==> src/hw/rtl/rtdpt_pkg.sv <==
`timescale 1ns / 1ps
`default_nettype none
package rtdpt_pkg;

    localparam int unsigned WORD_W     = 16;
    localparam int unsigned CODE_W     = 15;
    localparam int unsigned REF_W      = 12;
    localparam int unsigned RT_W       = 15;
    localparam int unsigned TEMP_W     = 16;
    localparam int unsigned ACC_W      = 96;
    localparam int unsigned MAG_FULL_W = 88;
    localparam int unsigned MAG_W      = 72;
    localparam int unsigned HORNER_N   = 5;
    localparam int unsigned DIV_N      = 16;
    localparam int unsigned ADDR_W     = 3;
    localparam int unsigned DATA_W     = 32;

    localparam logic [REF_W-1:0] REF_RESET = 12'd430;

    // register index taken from paddr[2]
    localparam logic REG_REF_OHMS = 1'b0;

    // leading coefficient, value scaled by 10^17 at tenths of an ohm
    localparam logic [ACC_W-1:0] C_ACC_INIT = 96'd1597;

    // Horner constants; the last one folds in the offset and the half for rounding
    localparam logic [ACC_W-1:0] C_COEF [HORNER_N] = '{
        -96'sd2951000,
        -96'sd4784000000,
        96'sd26130000000000,
        96'sd221900000000000000,
        -96'sd241850000000000000000
    };

    localparam logic [MAG_W-1:0]      C_UNIT = 72'd100000000000000000;
    localparam logic [MAG_FULL_W-1:0] C_LIM  = 88'd3276900000000000000000;

    typedef struct packed {
        logic              neg;
        logic              sat;
        logic [RT_W-1:0]   rt;
        logic [DIV_N-1:0]  q;
        logic [MAG_W-1:0]  mag;
    } t_div_data;

endpackage
`default_nettype wire

==> src/hw/rtl/rtdpt_div_cell.sv <==
`timescale 1ns / 1ps
`default_nettype none
module rtdpt_div_cell #(
    parameter int unsigned K = 0
) (
    input  wire logic                 i_clk,
    input  wire logic                 i_rst_n,
    input  wire logic                 i_valid,
    output logic                      o_stall,
    input  wire rtdpt_pkg::t_div_data i_data,
    output logic                      o_valid,
    input  wire logic                 i_stall,
    output rtdpt_pkg::t_div_data      o_data
);

    localparam logic [rtdpt_pkg::MAG_W-1:0] D = rtdpt_pkg::C_UNIT << K;

    logic                 r_valid;
    rtdpt_pkg::t_div_data r_data;
    rtdpt_pkg::t_div_data n_data;
    logic                 w_ge;
    logic                 w_stall;

    assign w_stall = r_valid && i_stall;
    assign o_stall = w_stall;

    always_comb begin
        w_ge      = i_data.mag >= D;
        n_data    = i_data;
        n_data.q[K] = w_ge;
        if (w_ge) n_data.mag = i_data.mag - D;
    end

    always_ff @(posedge i_clk) begin
        if (!i_rst_n) begin
            r_valid <= 1'b0;
        end else if (!w_stall) begin
            r_valid <= i_valid;
        end
    end

    always_ff @(posedge i_clk) begin
        if (!w_stall) r_data <= n_data;
    end

    assign o_valid = r_valid;
    assign o_data  = r_data;

endmodule
`default_nettype wire

==> config.mk <==
export PLATFORM = sky130hd
export DESIGN_NAME = rtdpt_div_cell
export DESIGN_NICKNAME = d
export VERILOG_FILES = /design/src/hw/rtl/rtdpt_pkg.sv /design/src/hw/rtl/rtdpt_div_cell.sv
export SDC_FILE = /design/constraint.sdc
export NUM_CORES = 1
export LEC_CHECK = 0
export ABC_AREA = 1
export BUFFER_PORTS_ARGS = -buffer_cell sky130_fd_sc_hd__buf_4
export CAP_MARGIN = 20
export CORE_UTILIZATION = 28
export CTS_CLUSTER_SIZE = 24
export DETAILED_ROUTE_END_ITERATION = 16
export HOLD_SLACK_MARGIN = 0.05
export PLACE_DENSITY = 0.56
export SYNTH_ARGS = -nofsm -noshare
export SYNTH_HDL_FRONTEND = slang
export SYNTH_SLANG_ARGS = --single-unit
==> constraint.sdc <==
create_clock -name i_clk -period 3.4 [get_ports i_clk]
set_input_delay 0 -clock i_clk [delete_from_list [all_inputs] [get_ports i_clk]]
set_output_delay 0 -clock i_clk [all_outputs]
set_load 0.05 [all_outputs]
# --- Word level (Yosys, flattened, before mapping) ---
# Cells that the tools add are included.
word_totals:
  ff_bits: 106
  in_bits: 109
  out_inout_bits: 107
  wordCells: 10
op_classes:
  addsub: 1
  magnitude_cmp: 1
  n_mux: 1
  reduce_logical: 1
ops:
  columns: ["cell", "n"]
  rows:
  - ["greater-or-equal comparator 72 x 57 -> 1 bit (second input constant)", 1]
  - ["2-to-1 mux 72 bit", 1]
  - ["subtractor 72 x 57 -> 72 bit (second input constant)", 1]
  - ["logical AND 1 bit", 1]

# --- Logic depth before layout (Yosys ltp) ---
depth:
  word_depth: 2
  mapped_depth: 15
  depth_no_buf: 15

# --- Worst setup path before layout ---
# OpenSTA, ideal clock, no wires.
synth_timing:
  path_kind: "flip-flop to flip-flop"
  startpoint: "reg r_valid, in the netlist o_valid"
  endpoint: "reg r_valid, in the netlist o_valid"
  setup_ps: 120
  arrival_ps: 4179
  required_ps: 3280
  path_slack_ps: -899
  path_stages_with_launch: 4
  path_buffers: 0
  period_less_slack_ps: 4299
  cell_sequence: "dfxtp_1 > nand2_1 > inv_1 > o21a_1"
synth_via:
  elab_chain_len: 1
synth_rtl:
  columns: ["element", "line_no", "rtl"]
  rows:
  - ["start: declaration", "rtdpt_div_cell.sv:18", "logic r_valid;"]
  - ["start signal: assignment", "rtdpt_div_cell.sv:38", "r_valid <= i_valid;"]
  - ["logical AND 1 bit", "rtdpt_div_cell.sv:24", "assign w_stall = r_valid && i_stall;"]
  - ["net o_stall", "rtdpt_div_cell.sv:9", "output logic o_stall,"]
# The timed path passes the listed nets, and every way through them passes these cells.
# A chain may end at the register's enable or synchronous reset.

==> impl_metrics.json <==
{
  "grt_antenna_before_repair": 0,
  "slew_headroom_pct": 56.6,
  "ys.flop_type": "edfxtp_1",
  "dieArea_um2": 24300,
  "htreeDepth": 3,
  "hold_path_depth": 3,
  "cp.required_ps": 3520,
  "coreArea_um2": 22900,
  "io_pins": 216,
  "first_global_vias": 6804,
  "maxCapViolCount": 0,
  "syn_area_um2": 6640,
  "grt_usage_pct": 20.7,
  "ff2ff_setup_slack_ps": 1570,
  "yosysSeqAreaShare_pct": 47.8,
  "fin_cells": 1537,
  "fp-row-count": 55,
  "avgSynthCellArea_um2": 7.29,
  "die-width_um": 156,
  "grt_max_degree": 63,
  "wl_um": 25100,
  "final_common_cell": "nand2_1",
  "fin_tns_setup_ps": 0,
  "hold_viol_final": 0,
  "finalNetCount": 1329,
  "endpoint_kind": "flop",
  "tightest_slew_ps": 648,
  "crit_type": "primary input to flop",
  "grt_pass1_wl_um": 37600,
  "critPathMaxFanout": 5,
  "worstPathArrival_ps": 2540,
  "synthCells": 911,
  "reg2reg_to": "o_valid",
  "finalCritPeriodShare_pct": 71.1,
  "synth_seq_cells": 106,
  "ir_worst_vdd_uv": 232,
  "hold_class": "primary input to flop",
  "diodes": 0,
  "yosysUniqueCellTypes": 31,
  "place_inst": 1431,
  "timing.final.crit_period_ps": 2420,
  "detail_route.wl_per_cell_um": 16.3,
  "yosys_warnings": 0,
  "slew_viol_final": 0,
  "clk_latency_ps": 360,
  "rsz0062_at_grt": "false",
  "status": "completed",
  "syn-num-nets": 1021,
  "cts.reportedPaths.clkPinSlew_ps": 80,
  "p_per_area_nw_per_um2": 385,
  "first_pass_iters": 7,
  "vias_per_cell": 4.62,
  "finClkSkew_ps": 11.0,
  "synth-edff-count": 105,
  "drtIter0Drc": 518,
  "grt_overflow": 0,
  "drc": 0,
  "timing.fmax_mhz": 413,
  "hpwlAfterDp_um": 19800,
  "gp_congestion": 0.920,
  "worstSetupStartpointType": "primary input",
  "worstReg2RegStart": "o_valid",
  "start_util_pct": 29.0,
  "rr_worst_depth": 4,
  "ant_nets": 0,
  "cts_buffer_depth": 2,
  "cts-buffers-inserted": 9,
  "setup_viol": 0,
  "final_layout_size_suffix_gt1_share_pct": 20.3,
  "final_cell_mix": "nand2_1, buf_4, nor2_1, inv_1, edfxtp_1",
  "clockRootBuffer": "clkbuf_16",
  "fill_cells": 2341,
  "cts_tree": "built",
  "min_to": "o_data[20]",
  "clkSinkCount": 106,
  "syn2layout_area_growth_pct": 47.8,
  "cts_setup_buffers": 0,
  "hp-start": "i_data[20]",
  "whs_ps": 59.5,
  "async_flop_share_pct": 0,
  "die_y_um": 156,
  "vias": 7096,
  "portBuffers": 214,
  "leakage_nw": 4.67
}
-- report_power, final --
part | internal [mW] | switching (mW) | total [mW]
logic | 0.364 | 0.713 | 1.08
clock network | 0.535 | 0.573 | 1.11
registers | 1.56 | 0.0327 | 1.59
-- metal layers --
metal	up-vias	track usage [%]	share of wire, %
li1	3564	-	-
met1	3235	28.4	46
met2	269	33.7	45
met3	28	2.83	6.7
met4	0	6.54	2.0
met5	-	0	0
-- per-stage QoR --
step / worst slack (ps) / util [%] / area (µm²) / power [mW]
final: 981 / 42.8 / 9810 / 3.78
after global routing: 830 / 42.8 / 9810 / 3.93
after CTS: 1040 / 42.8 / 9810 / 3.82
after detailed placement: 1240 / 37.5 / 8600 / 2.61
after global placement: 1250 / 37.5 / 8600 / 2.61
after floorplan: 448 / - / 6640 / 2.23
-- cells in the mapped netlist, drive strengths merged, types with 2 or more instances --
| cell type | count | area [µm²] |
|---|---|---|
| edfxtp | 105 | 3150 |
| nor2 | 127 | 514 |
| nand2 | 355 | 1340 |
| o21ai | 28 | 140 |
| nand3b | 5 | 37.5 |
| nand4 | 20 | 125 |
| a21oi | 30 | 150 |
| o21bai | 2 | 15.0 |
| and2 | 3 | 18.8 |
| nor3 | 6 | 30.0 |
| nor4 | 2 | 12.5 |
| xor2 | 10 | 87.6 |
| buf | 10 | 87.6 |
| nand3 | 82 | 410 |
| inv | 116 | 435 |
| clkbuf | 2 | 8.75 |
-- sequential cells by signal, indices dropped and copies added (netlist names) --
signal	cells
o_data	105
o_valid	1
-- what timing repair did --
action | 4_1_cts | 5_1_grt
hold endpoints to repair | 89 | 0
hold buffers | 90 | 0
resized for setup | 0 | 0
-- worst max-delay path, cell delays in order --
cell           delay, ps
dlygate4sd3_1        540
buf_4                140
inv_1                 40
ha_1                 210
inv_1                 60
nand2_1               80
nand3_1              190
nand2_1              100
nand2_1              180
nand2_1               70
nand2_1              140
nand2_1              160
o21bai_1             420
nand2_1              100
nand2_1               70
nand2_1               40
-- cell type report --
| cell class | count | area (µm²) | area share (%) |
|---|---|---|---|
| multi-input combinational | 677 | 2940 | 30.0 |
| inverter | 116 | 435 | 4.44 |
| sequential | 106 | 3170 | 32.3 |
| clock inverter | 7 | 88.8 | 0.905 |
| tap | 313 | 392 | 3.99 |
| clock buffer | 9 | 225 | 2.29 |
| timing repair buffer | 309 | 2560 | 26.1 |
-- worst max path at each step --
stage / from / to / slack, ps / depth (start not counted)
global route: i_data[17] / o_data[49] / 830 / 16
finish: i_data[17] / o_data[49] / 980 / 16
CTS: i_data[17] / o_data[49] / 1040 / 16
floorplan: o_valid / o_valid / 450 / 3
detailed placement: i_data[17] / o_data[49] / 1240 / 15
global placement: i_data[44] / o_data[59] / 1250 / 12
-- kinds of logic (layout without fill, tap and decap cells) --
logic type      after synthesis  after routing  synth area share (%)
compound gates               64             64                  5.03
buf+inv                     128            441                  8.01
xor+xnor                     11             11                  1.45
fa+ha+maj                     1              1                 0.188
flops                       106            106                  47.8
simple gates                601            601                  37.5
No activity file was read; power rests on OpenSTA's default activity.
