### config.mk
export PLATFORM = sky130hd
export DESIGN_NAME = rtdpt_horner_cell
export DESIGN_NICKNAME = d
export VERILOG_FILES = /design/src/hw/rtl/rtdpt_pkg.sv /design/src/hw/rtl/rtdpt_horner_cell.sv
export SDC_FILE = /design/constraint.sdc
export NUM_CORES = 2
export LEC_CHECK = 0
export BUFFER_PORTS_ARGS = -buffer_cell sky130_fd_sc_hd__buf_2
export CAP_MARGIN = 20
export CELL_PAD_IN_SITES_DETAIL_PLACEMENT = 2
export CELL_PAD_IN_SITES_GLOBAL_PLACEMENT = 2
export CORE_ASPECT_RATIO = 0.8
export CORE_MARGIN = 2
export CORE_UTILIZATION = 40
export CTS_CLUSTER_SIZE = 16
export DETAILED_ROUTE_END_ITERATION = 12
export PLACE_DENSITY_LB_ADDON = 0.1
export SLEW_MARGIN = 40
export SYNTH_ARGS = -nofsm -noshare
export SYNTH_HDL_FRONTEND = slang
export SYNTH_SLANG_ARGS = --single-unit
### constraint.sdc
create_clock -name i_clk -period 18.6 [get_ports i_clk]
set_clock_uncertainty 0.05 [all_clocks]
set_input_delay 1.86 -clock i_clk [delete_from_list [all_inputs] [get_ports i_clk]]
set_output_delay 1.86 -clock i_clk [all_outputs]
set_load 0.02 [all_outputs]
### src/hw/rtl/rtdpt_pkg.sv
`timescale 1ns / 1ps
`default_nettype none
package rtdpt_pkg;

    localparam int unsigned WORD_W     = 16;
    localparam int unsigned CODE_W     = 15;
    localparam int unsigned REF_W      = 12;
    localparam int unsigned RT_W       = 15;
    localparam int unsigned TEMP_W     = 16;
    localparam int unsigned ACC_W      = 96;
    localparam int unsigned MAG_FULL_W = 88;
    localparam int unsigned MAG_W      = 72;
    localparam int unsigned HORNER_N   = 5;
    localparam int unsigned DIV_N      = 16;
    localparam int unsigned ADDR_W     = 3;
    localparam int unsigned DATA_W     = 32;

    localparam logic [REF_W-1:0] REF_RESET = 12'd430;

    // register index taken from paddr[2]
    localparam logic REG_REF_OHMS = 1'b0;

    // leading coefficient, value scaled by 10^17 at tenths of an ohm
    localparam logic [ACC_W-1:0] C_ACC_INIT = 96'd1597;

    // Horner constants; the last one folds in the offset and the half for rounding
    localparam logic [ACC_W-1:0] C_COEF [HORNER_N] = '{
        -96'sd2951000,
        -96'sd4784000000,
        96'sd26130000000000,
        96'sd221900000000000000,
        -96'sd241850000000000000000
    };

    localparam logic [MAG_W-1:0]      C_UNIT = 72'd100000000000000000;
    localparam logic [MAG_FULL_W-1:0] C_LIM  = 88'd3276900000000000000000;

    typedef struct packed {
        logic              neg;
        logic              sat;
        logic [RT_W-1:0]   rt;
        logic [DIV_N-1:0]  q;
        logic [MAG_W-1:0]  mag;
    } t_div_data;

endpackage
`default_nettype wire

### src/hw/rtl/rtdpt_horner_cell.sv
`timescale 1ns / 1ps
`default_nettype none
module rtdpt_horner_cell #(
    parameter logic [rtdpt_pkg::ACC_W-1:0] COEF = '0
) (
    input  wire logic                        i_clk,
    input  wire logic                        i_rst_n,
    input  wire logic                        i_valid,
    output logic                             o_stall,
    input  wire logic [rtdpt_pkg::ACC_W-1:0] i_acc,
    input  wire logic [rtdpt_pkg::RT_W-1:0]  i_rt,
    output logic                             o_valid,
    input  wire logic                        i_stall,
    output logic [rtdpt_pkg::ACC_W-1:0]      o_acc,
    output logic [rtdpt_pkg::RT_W-1:0]       o_rt
);

    localparam int unsigned PP_W = 32 + rtdpt_pkg::RT_W;

    logic                          r_va;
    logic                          r_vb;
    logic [PP_W-1:0]               r_pp0;
    logic [PP_W-1:0]               r_pp1;
    logic [31:0]                   r_pp2;
    logic [rtdpt_pkg::RT_W-1:0]    r_rt_a;
    logic [rtdpt_pkg::RT_W-1:0]    r_rt_b;
    logic [rtdpt_pkg::ACC_W-1:0]   r_acc;
    logic [PP_W-1:0]               n_pp0;
    logic [PP_W-1:0]               n_pp1;
    logic [31:0]                   n_pp2;
    logic [rtdpt_pkg::ACC_W-1:0]   n_acc;
    logic                          w_stall_a;
    logic                          w_stall_b;

    assign w_stall_b = r_vb && i_stall;
    assign w_stall_a = r_va && w_stall_b;
    assign o_stall   = w_stall_a;

    always_comb begin
        n_pp0 = {{rtdpt_pkg::RT_W{1'b0}}, i_acc[31:0]} * {17'b0, i_rt};
        n_pp1 = {{rtdpt_pkg::RT_W{1'b0}}, i_acc[63:32]} * {17'b0, i_rt};
        n_pp2 = i_acc[95:64] * {17'b0, i_rt};
        n_acc = {{(rtdpt_pkg::ACC_W - PP_W){1'b0}}, r_pp0}
              + {{(rtdpt_pkg::ACC_W - PP_W - 32){1'b0}}, r_pp1, 32'b0}
              + {r_pp2, 64'b0}
              + COEF;
    end

    always_ff @(posedge i_clk) begin
        if (!i_rst_n) begin
            r_va <= 1'b0;
            r_vb <= 1'b0;
        end else begin
            if (!w_stall_a) r_va <= i_valid;
            if (!w_stall_b) r_vb <= r_va;
        end
    end

    always_ff @(posedge i_clk) begin
        if (!w_stall_a) begin
            r_pp0  <= n_pp0;
            r_pp1  <= n_pp1;
            r_pp2  <= n_pp2;
            r_rt_a <= i_rt;
        end
        if (!w_stall_b) begin
            r_acc  <= n_acc;
            r_rt_b <= r_rt_a;
        end
    end

    assign o_valid = r_vb;
    assign o_acc   = r_acc;
    assign o_rt    = r_rt_b;

endmodule
`default_nettype wire

# Yosys cells after proc, flatten, opt, wreduce, memory -nomap -nowiden

Cells that the tools add are included.

Add/subtract/negate cells: 2
Reductions and logical operators: 2
$mul: 3

Operator list:

| cell              | count |
|---|---|
| $add 80x96->96    | 1 |
| $mul 32x15->47    | 2 |
| $add 47x79->80    | 1 |
| $mul 32x15->32    | 1 |
| $logic_and 1x1->1 | 2 |

Input port bits: 115
Logic and storage cells: 15
Output and inout port bits: 113
Bits in registers: 254

# Longest topological paths before layout

Word-level depth: 2
Mapped depth: 26
Gate-level depth less buffers: 24

# Worst setup path before layout

OpenSTA, ideal clock, no wires.

Kind: input to output
Start point: in i_stall
End point: out o_stall
Data arrival time: 6.341 ns
Required time: 16.690 ns
Stages: 2
Path slack: 10.349 ns
Path buffers: 0
Path through: nand3_1 -> inv_1

Cells in the longest elaborated chain, start to end: 2

RTL lines:

| what              | RTL line                | source |
|---|---|---|
| start, declared   | rtdpt_horner_cell.sv:13 | `input wire logic i_stall,` |
| $logic_and 1x1->1 | rtdpt_horner_cell.sv:35 | `assign w_stall_b = r_vb && i_stall;` |
| $logic_and 1x1->1 | rtdpt_horner_cell.sv:36 | `assign w_stall_a = r_va && w_stall_b;` |
| end, declared     | rtdpt_horner_cell.sv:9  | `output logic o_stall,` |

No other way between the ends.

# Worst setup path in the final report

Start point: in i_rt[0] (netlist bit)
End point: reg r_pp0[46] (data pin)

Cells in the longest elaborated chain, start to end: 1

RTL lines:

| what                 | RTL line                | source |
|---|---|---|
| start, declared      | rtdpt_horner_cell.sv:11 | `input wire logic [rtdpt_pkg::RT_W-1:0] i_rt,` |
| $mul 32x15->47       | rtdpt_horner_cell.sv:40 | `n_pp0 = {{rtdpt_pkg::RT_W{1'b0}}, i_acc[31:0]} * {17'b0, i_rt};` |
| via n_pp0[46]        | rtdpt_horner_cell.sv:28 | `logic [PP_W-1:0] n_pp0;` |
| end signal, assigned | rtdpt_horner_cell.sv:61 | `r_pp0 <= n_pp0;` |
| end, declared        | rtdpt_horner_cell.sv:22 | `logic [PP_W-1:0] r_pp0;` |

The timed path passes the listed nets, and every way through them passes these cells.
A chain may end at the register's enable or synchronous reset.

==> run_results.csv <==
group,metric,value,unit
final_layout,num-fill-cells,13400,
logic_synthesis,yosys_register_bits,254,
clock_tree,clock-sinks,254,
routing,ant_nets,0,
final_layout,ff_latch_area,0.00761,sq mm
timing,rsz0062_at_grt,"no",
timing,setup_viol,0,
placed_design,gp_congestion,0.822,
final_layout,fin_area,0.0544,sq mm
timing,slew_viol_final,0,
timing,holdWs,0.369,ns
clock_tree,insertion_delay,0.69,ns
clock_tree,cts_tree,"done",
die,io_pins,228,
die,die_area,0.130,sq mm
logic_synthesis,yosysTopAreaCellShare,42.0,%
logic_synthesis,synth_area_leader_cell,"fa_1",
final_layout,most-common-layout-cells,"inv_1 (1124), fa_1 (1066), nand2_1 (731)",
placed_design,placed_cell_area,0.0533,sq mm
clock_tree,cts_hold_buffers,0,
placed_design,hpwl,127,mm
routing,drc,0,
final_layout,multi_input_area,0.0381,sq mm
run_status,run_status,"finished clean",
clock_tree,clk_pin_slew,0.06,ns
final_layout,final_common_cell,"inv_1",
final_layout,nets,6799,
worst_setup_path,cp_max_fo,55,
routing,wirelength,164,mm
worst_setup_path,rrSetupSlack,13.91,ns
worst_setup_path,path_class,"in2reg",
worst_setup_path,cp-start-kind,"primary input",
worst_setup_path,end_kind,"flop",
grt,grt_pass1_vias,43200,
logic_synthesis,syn_inst,5274,
logic_synthesis,ys_warn_count,0,
logic_synthesis,async_reset_ff_share,0,%
logic_synthesis,synth-edff-count,252,
worst_hold_path,hp-class,"reg2reg",
grt,grt_pass1_wl,258,mm
logic_synthesis,synth_area_leaders,"fa_1 (42%), edfxtp_1 (15%), and2_1 (8.5%)",
die,die_y,323,um
routing,firstDrtPassIters,5,
die,fp.dieW,402,um
die,coreArea,0.126,sq mm
grt,grt_overflow,0,
logic_synthesis,synth_area,0.0508,sq mm
clock_tree,cts_buffers,31,
clock_tree,ctsResizeCount,0,
die,initial_core_util,40.5,%
placed_design,placedCellCount,6924,
routing,avgViaCountPerCell,5.20,
clock_tree,post_cts_buffers,0,
clock_tree,root_buffer,"clkbuf_16",
logic_synthesis,seq_area_frac_synth,15.0,%
worst_setup_path,cp_data_required_time,18.98,ns
worst_setup_path,cp.arrival,9.35,ns
timing,period_needed,8.97,ns
timing,period_share,48.2,%
final_layout,drive_above_1_share,6.32,%
final_layout,area_growth,7.07,%
clock_tree,h-tree-depth,1,
routing,wl_per_cell,23.5,um
logic_synthesis,syn_area_per_cell,9.63,sq um
logic_synthesis,synth_cell_type_count,71,
clock_tree,cts_max_path_buffers,3,
logic_synthesis,synth_ff_type,"edfxtp_1",
logic_synthesis,synth_fp_nets,6766,
timing,fin_setup_tns,0,ns
grt,antenna_found_initial,12,
timing,max-slew-margin-rel,41.8,%
timing,finalHoldViolations,0,
die,rows,116,
placed_design,port-buffer-count,227,
timing,tightest_slew,0.873,ns
routing,num_vias,36300,
timing,max_freq,111,MHz
grt,grt_usage,26.1,%
grt,grt_max_degree,62,
flow_run,cap_violations,0,
routing,first_iter_violations,1726,
final_layout,fin_cells,6985,
==> cells by family (layout without fill, tap and decap cells) <==
kind of cell / Yosys count / after routing / synth area share, %
and+or+nand+nor: 1670 / 1670 / 16.5
other: 0 / 3 / 0
adders and majority gates: 1377 / 1377 / 49.7
buffers and inverters: 1375 / 1431 / 10.2
DFF: 254 / 254 / 15.0
AOI/OAI and AO/OA: 407 / 407 / 5.43
xor gates and xnor gates: 189 / 189 / 3.26
muxes: 2 / 2 / 0.0394
==> per-stage QoR <==
stage	utilization, %	worst slack [ns]
after floorplan	-	10.35
after global placement	42.4	9.17
after detailed placement	42.4	8.96
after CTS	43.3	9.70
after global routing	43.3	9.22
final	43.3	9.63
==> metal layers <==
| layer | vias to the layer above | global-route usage [%] | share of wire (%) |
|---|---|---|---|
| li1 | 15900 | - | - |
| met1 | 19600 | 37.1 | 47 |
| met2 | 697 | 42.9 | 46 |
| met3 | 151 | 3.79 | 4.8 |
| met4 | 8 | 4.26 | 1.6 |
| met5 | - | 0 | 0.033 |
==> flip-flops by register name, summed over array words and instances, names as in the netlist <==
register,flops
o_acc,96
r_pp0,47
r_pp1,47
r_pp2,32
o_rt,15
r_rt_a,15
o_valid,1
r_va,1
==> cell type report <==
type	count	share of cell area, %
antenna	3	0.0138
timing repair buffer	251	2.55
tap	1652	3.80
clock inverter	16	0.329
inverter	1124	7.76
clock buffer	40	1.60
sequential	254	14.0
multi-input combinational	3645	70.0
==> path summary, 6_finish.rpt <==
path,startpoint,end,cells past startpoint
min reg2reg,r_rt_a[6],o_rt[6],0
max,i_rt[0],r_pp0[46],23
min,r_rt_a[6],o_rt[6],0
max reg2reg,r_pp0[32],o_acc[88],13
==> cells in the mapped netlist (all sizes together), types with 4 or more instances <==
cell type,n
nand2,733
a21oi,131
fa,1066
a2111oi,4
nand3,29
nor2b,14
a31oi,12
or2,4
o31a,4
o211ai,18
o21a,24
and2,690
a21o,72
clkbuf,249
nand2b,14
inv,1124
o21bai,12
a311o,4
ha,311
xnor2,133
edfxtp,252
nand3b,5
nor2,93
a21boi,4
nand4,21
and4,7
or3,7
xor2,56
nor3,25
o31ai,5
a211oi,17
o21ai,61
and3,21
a211o,5
==> critical path, cell delays in order <==
cell,delay (ns)
buf_4,0.43
buf_4,0.64
nand2_1,0.20
fa_1,0.54
fa_1,0.55
inv_1,0.05
fa_1,0.48
fa_1,0.51
fa_1,0.51
inv_1,0.06
fa_1,0.48
inv_1,0.04
ha_1,0.35
a2111oi_0,0.41
o21ai_0,0.18
o22ai_1,0.23
o31ai_2,0.19
o221ai_2,0.45
o21ai_2,0.22
a311o_1,0.39
a31o_2,0.24
a21oi_1,0.17
xnor2_1,0.08
Power is not shown: default switching activity piles up to over one toggle a cycle in this logic, so the estimate is an artifact.
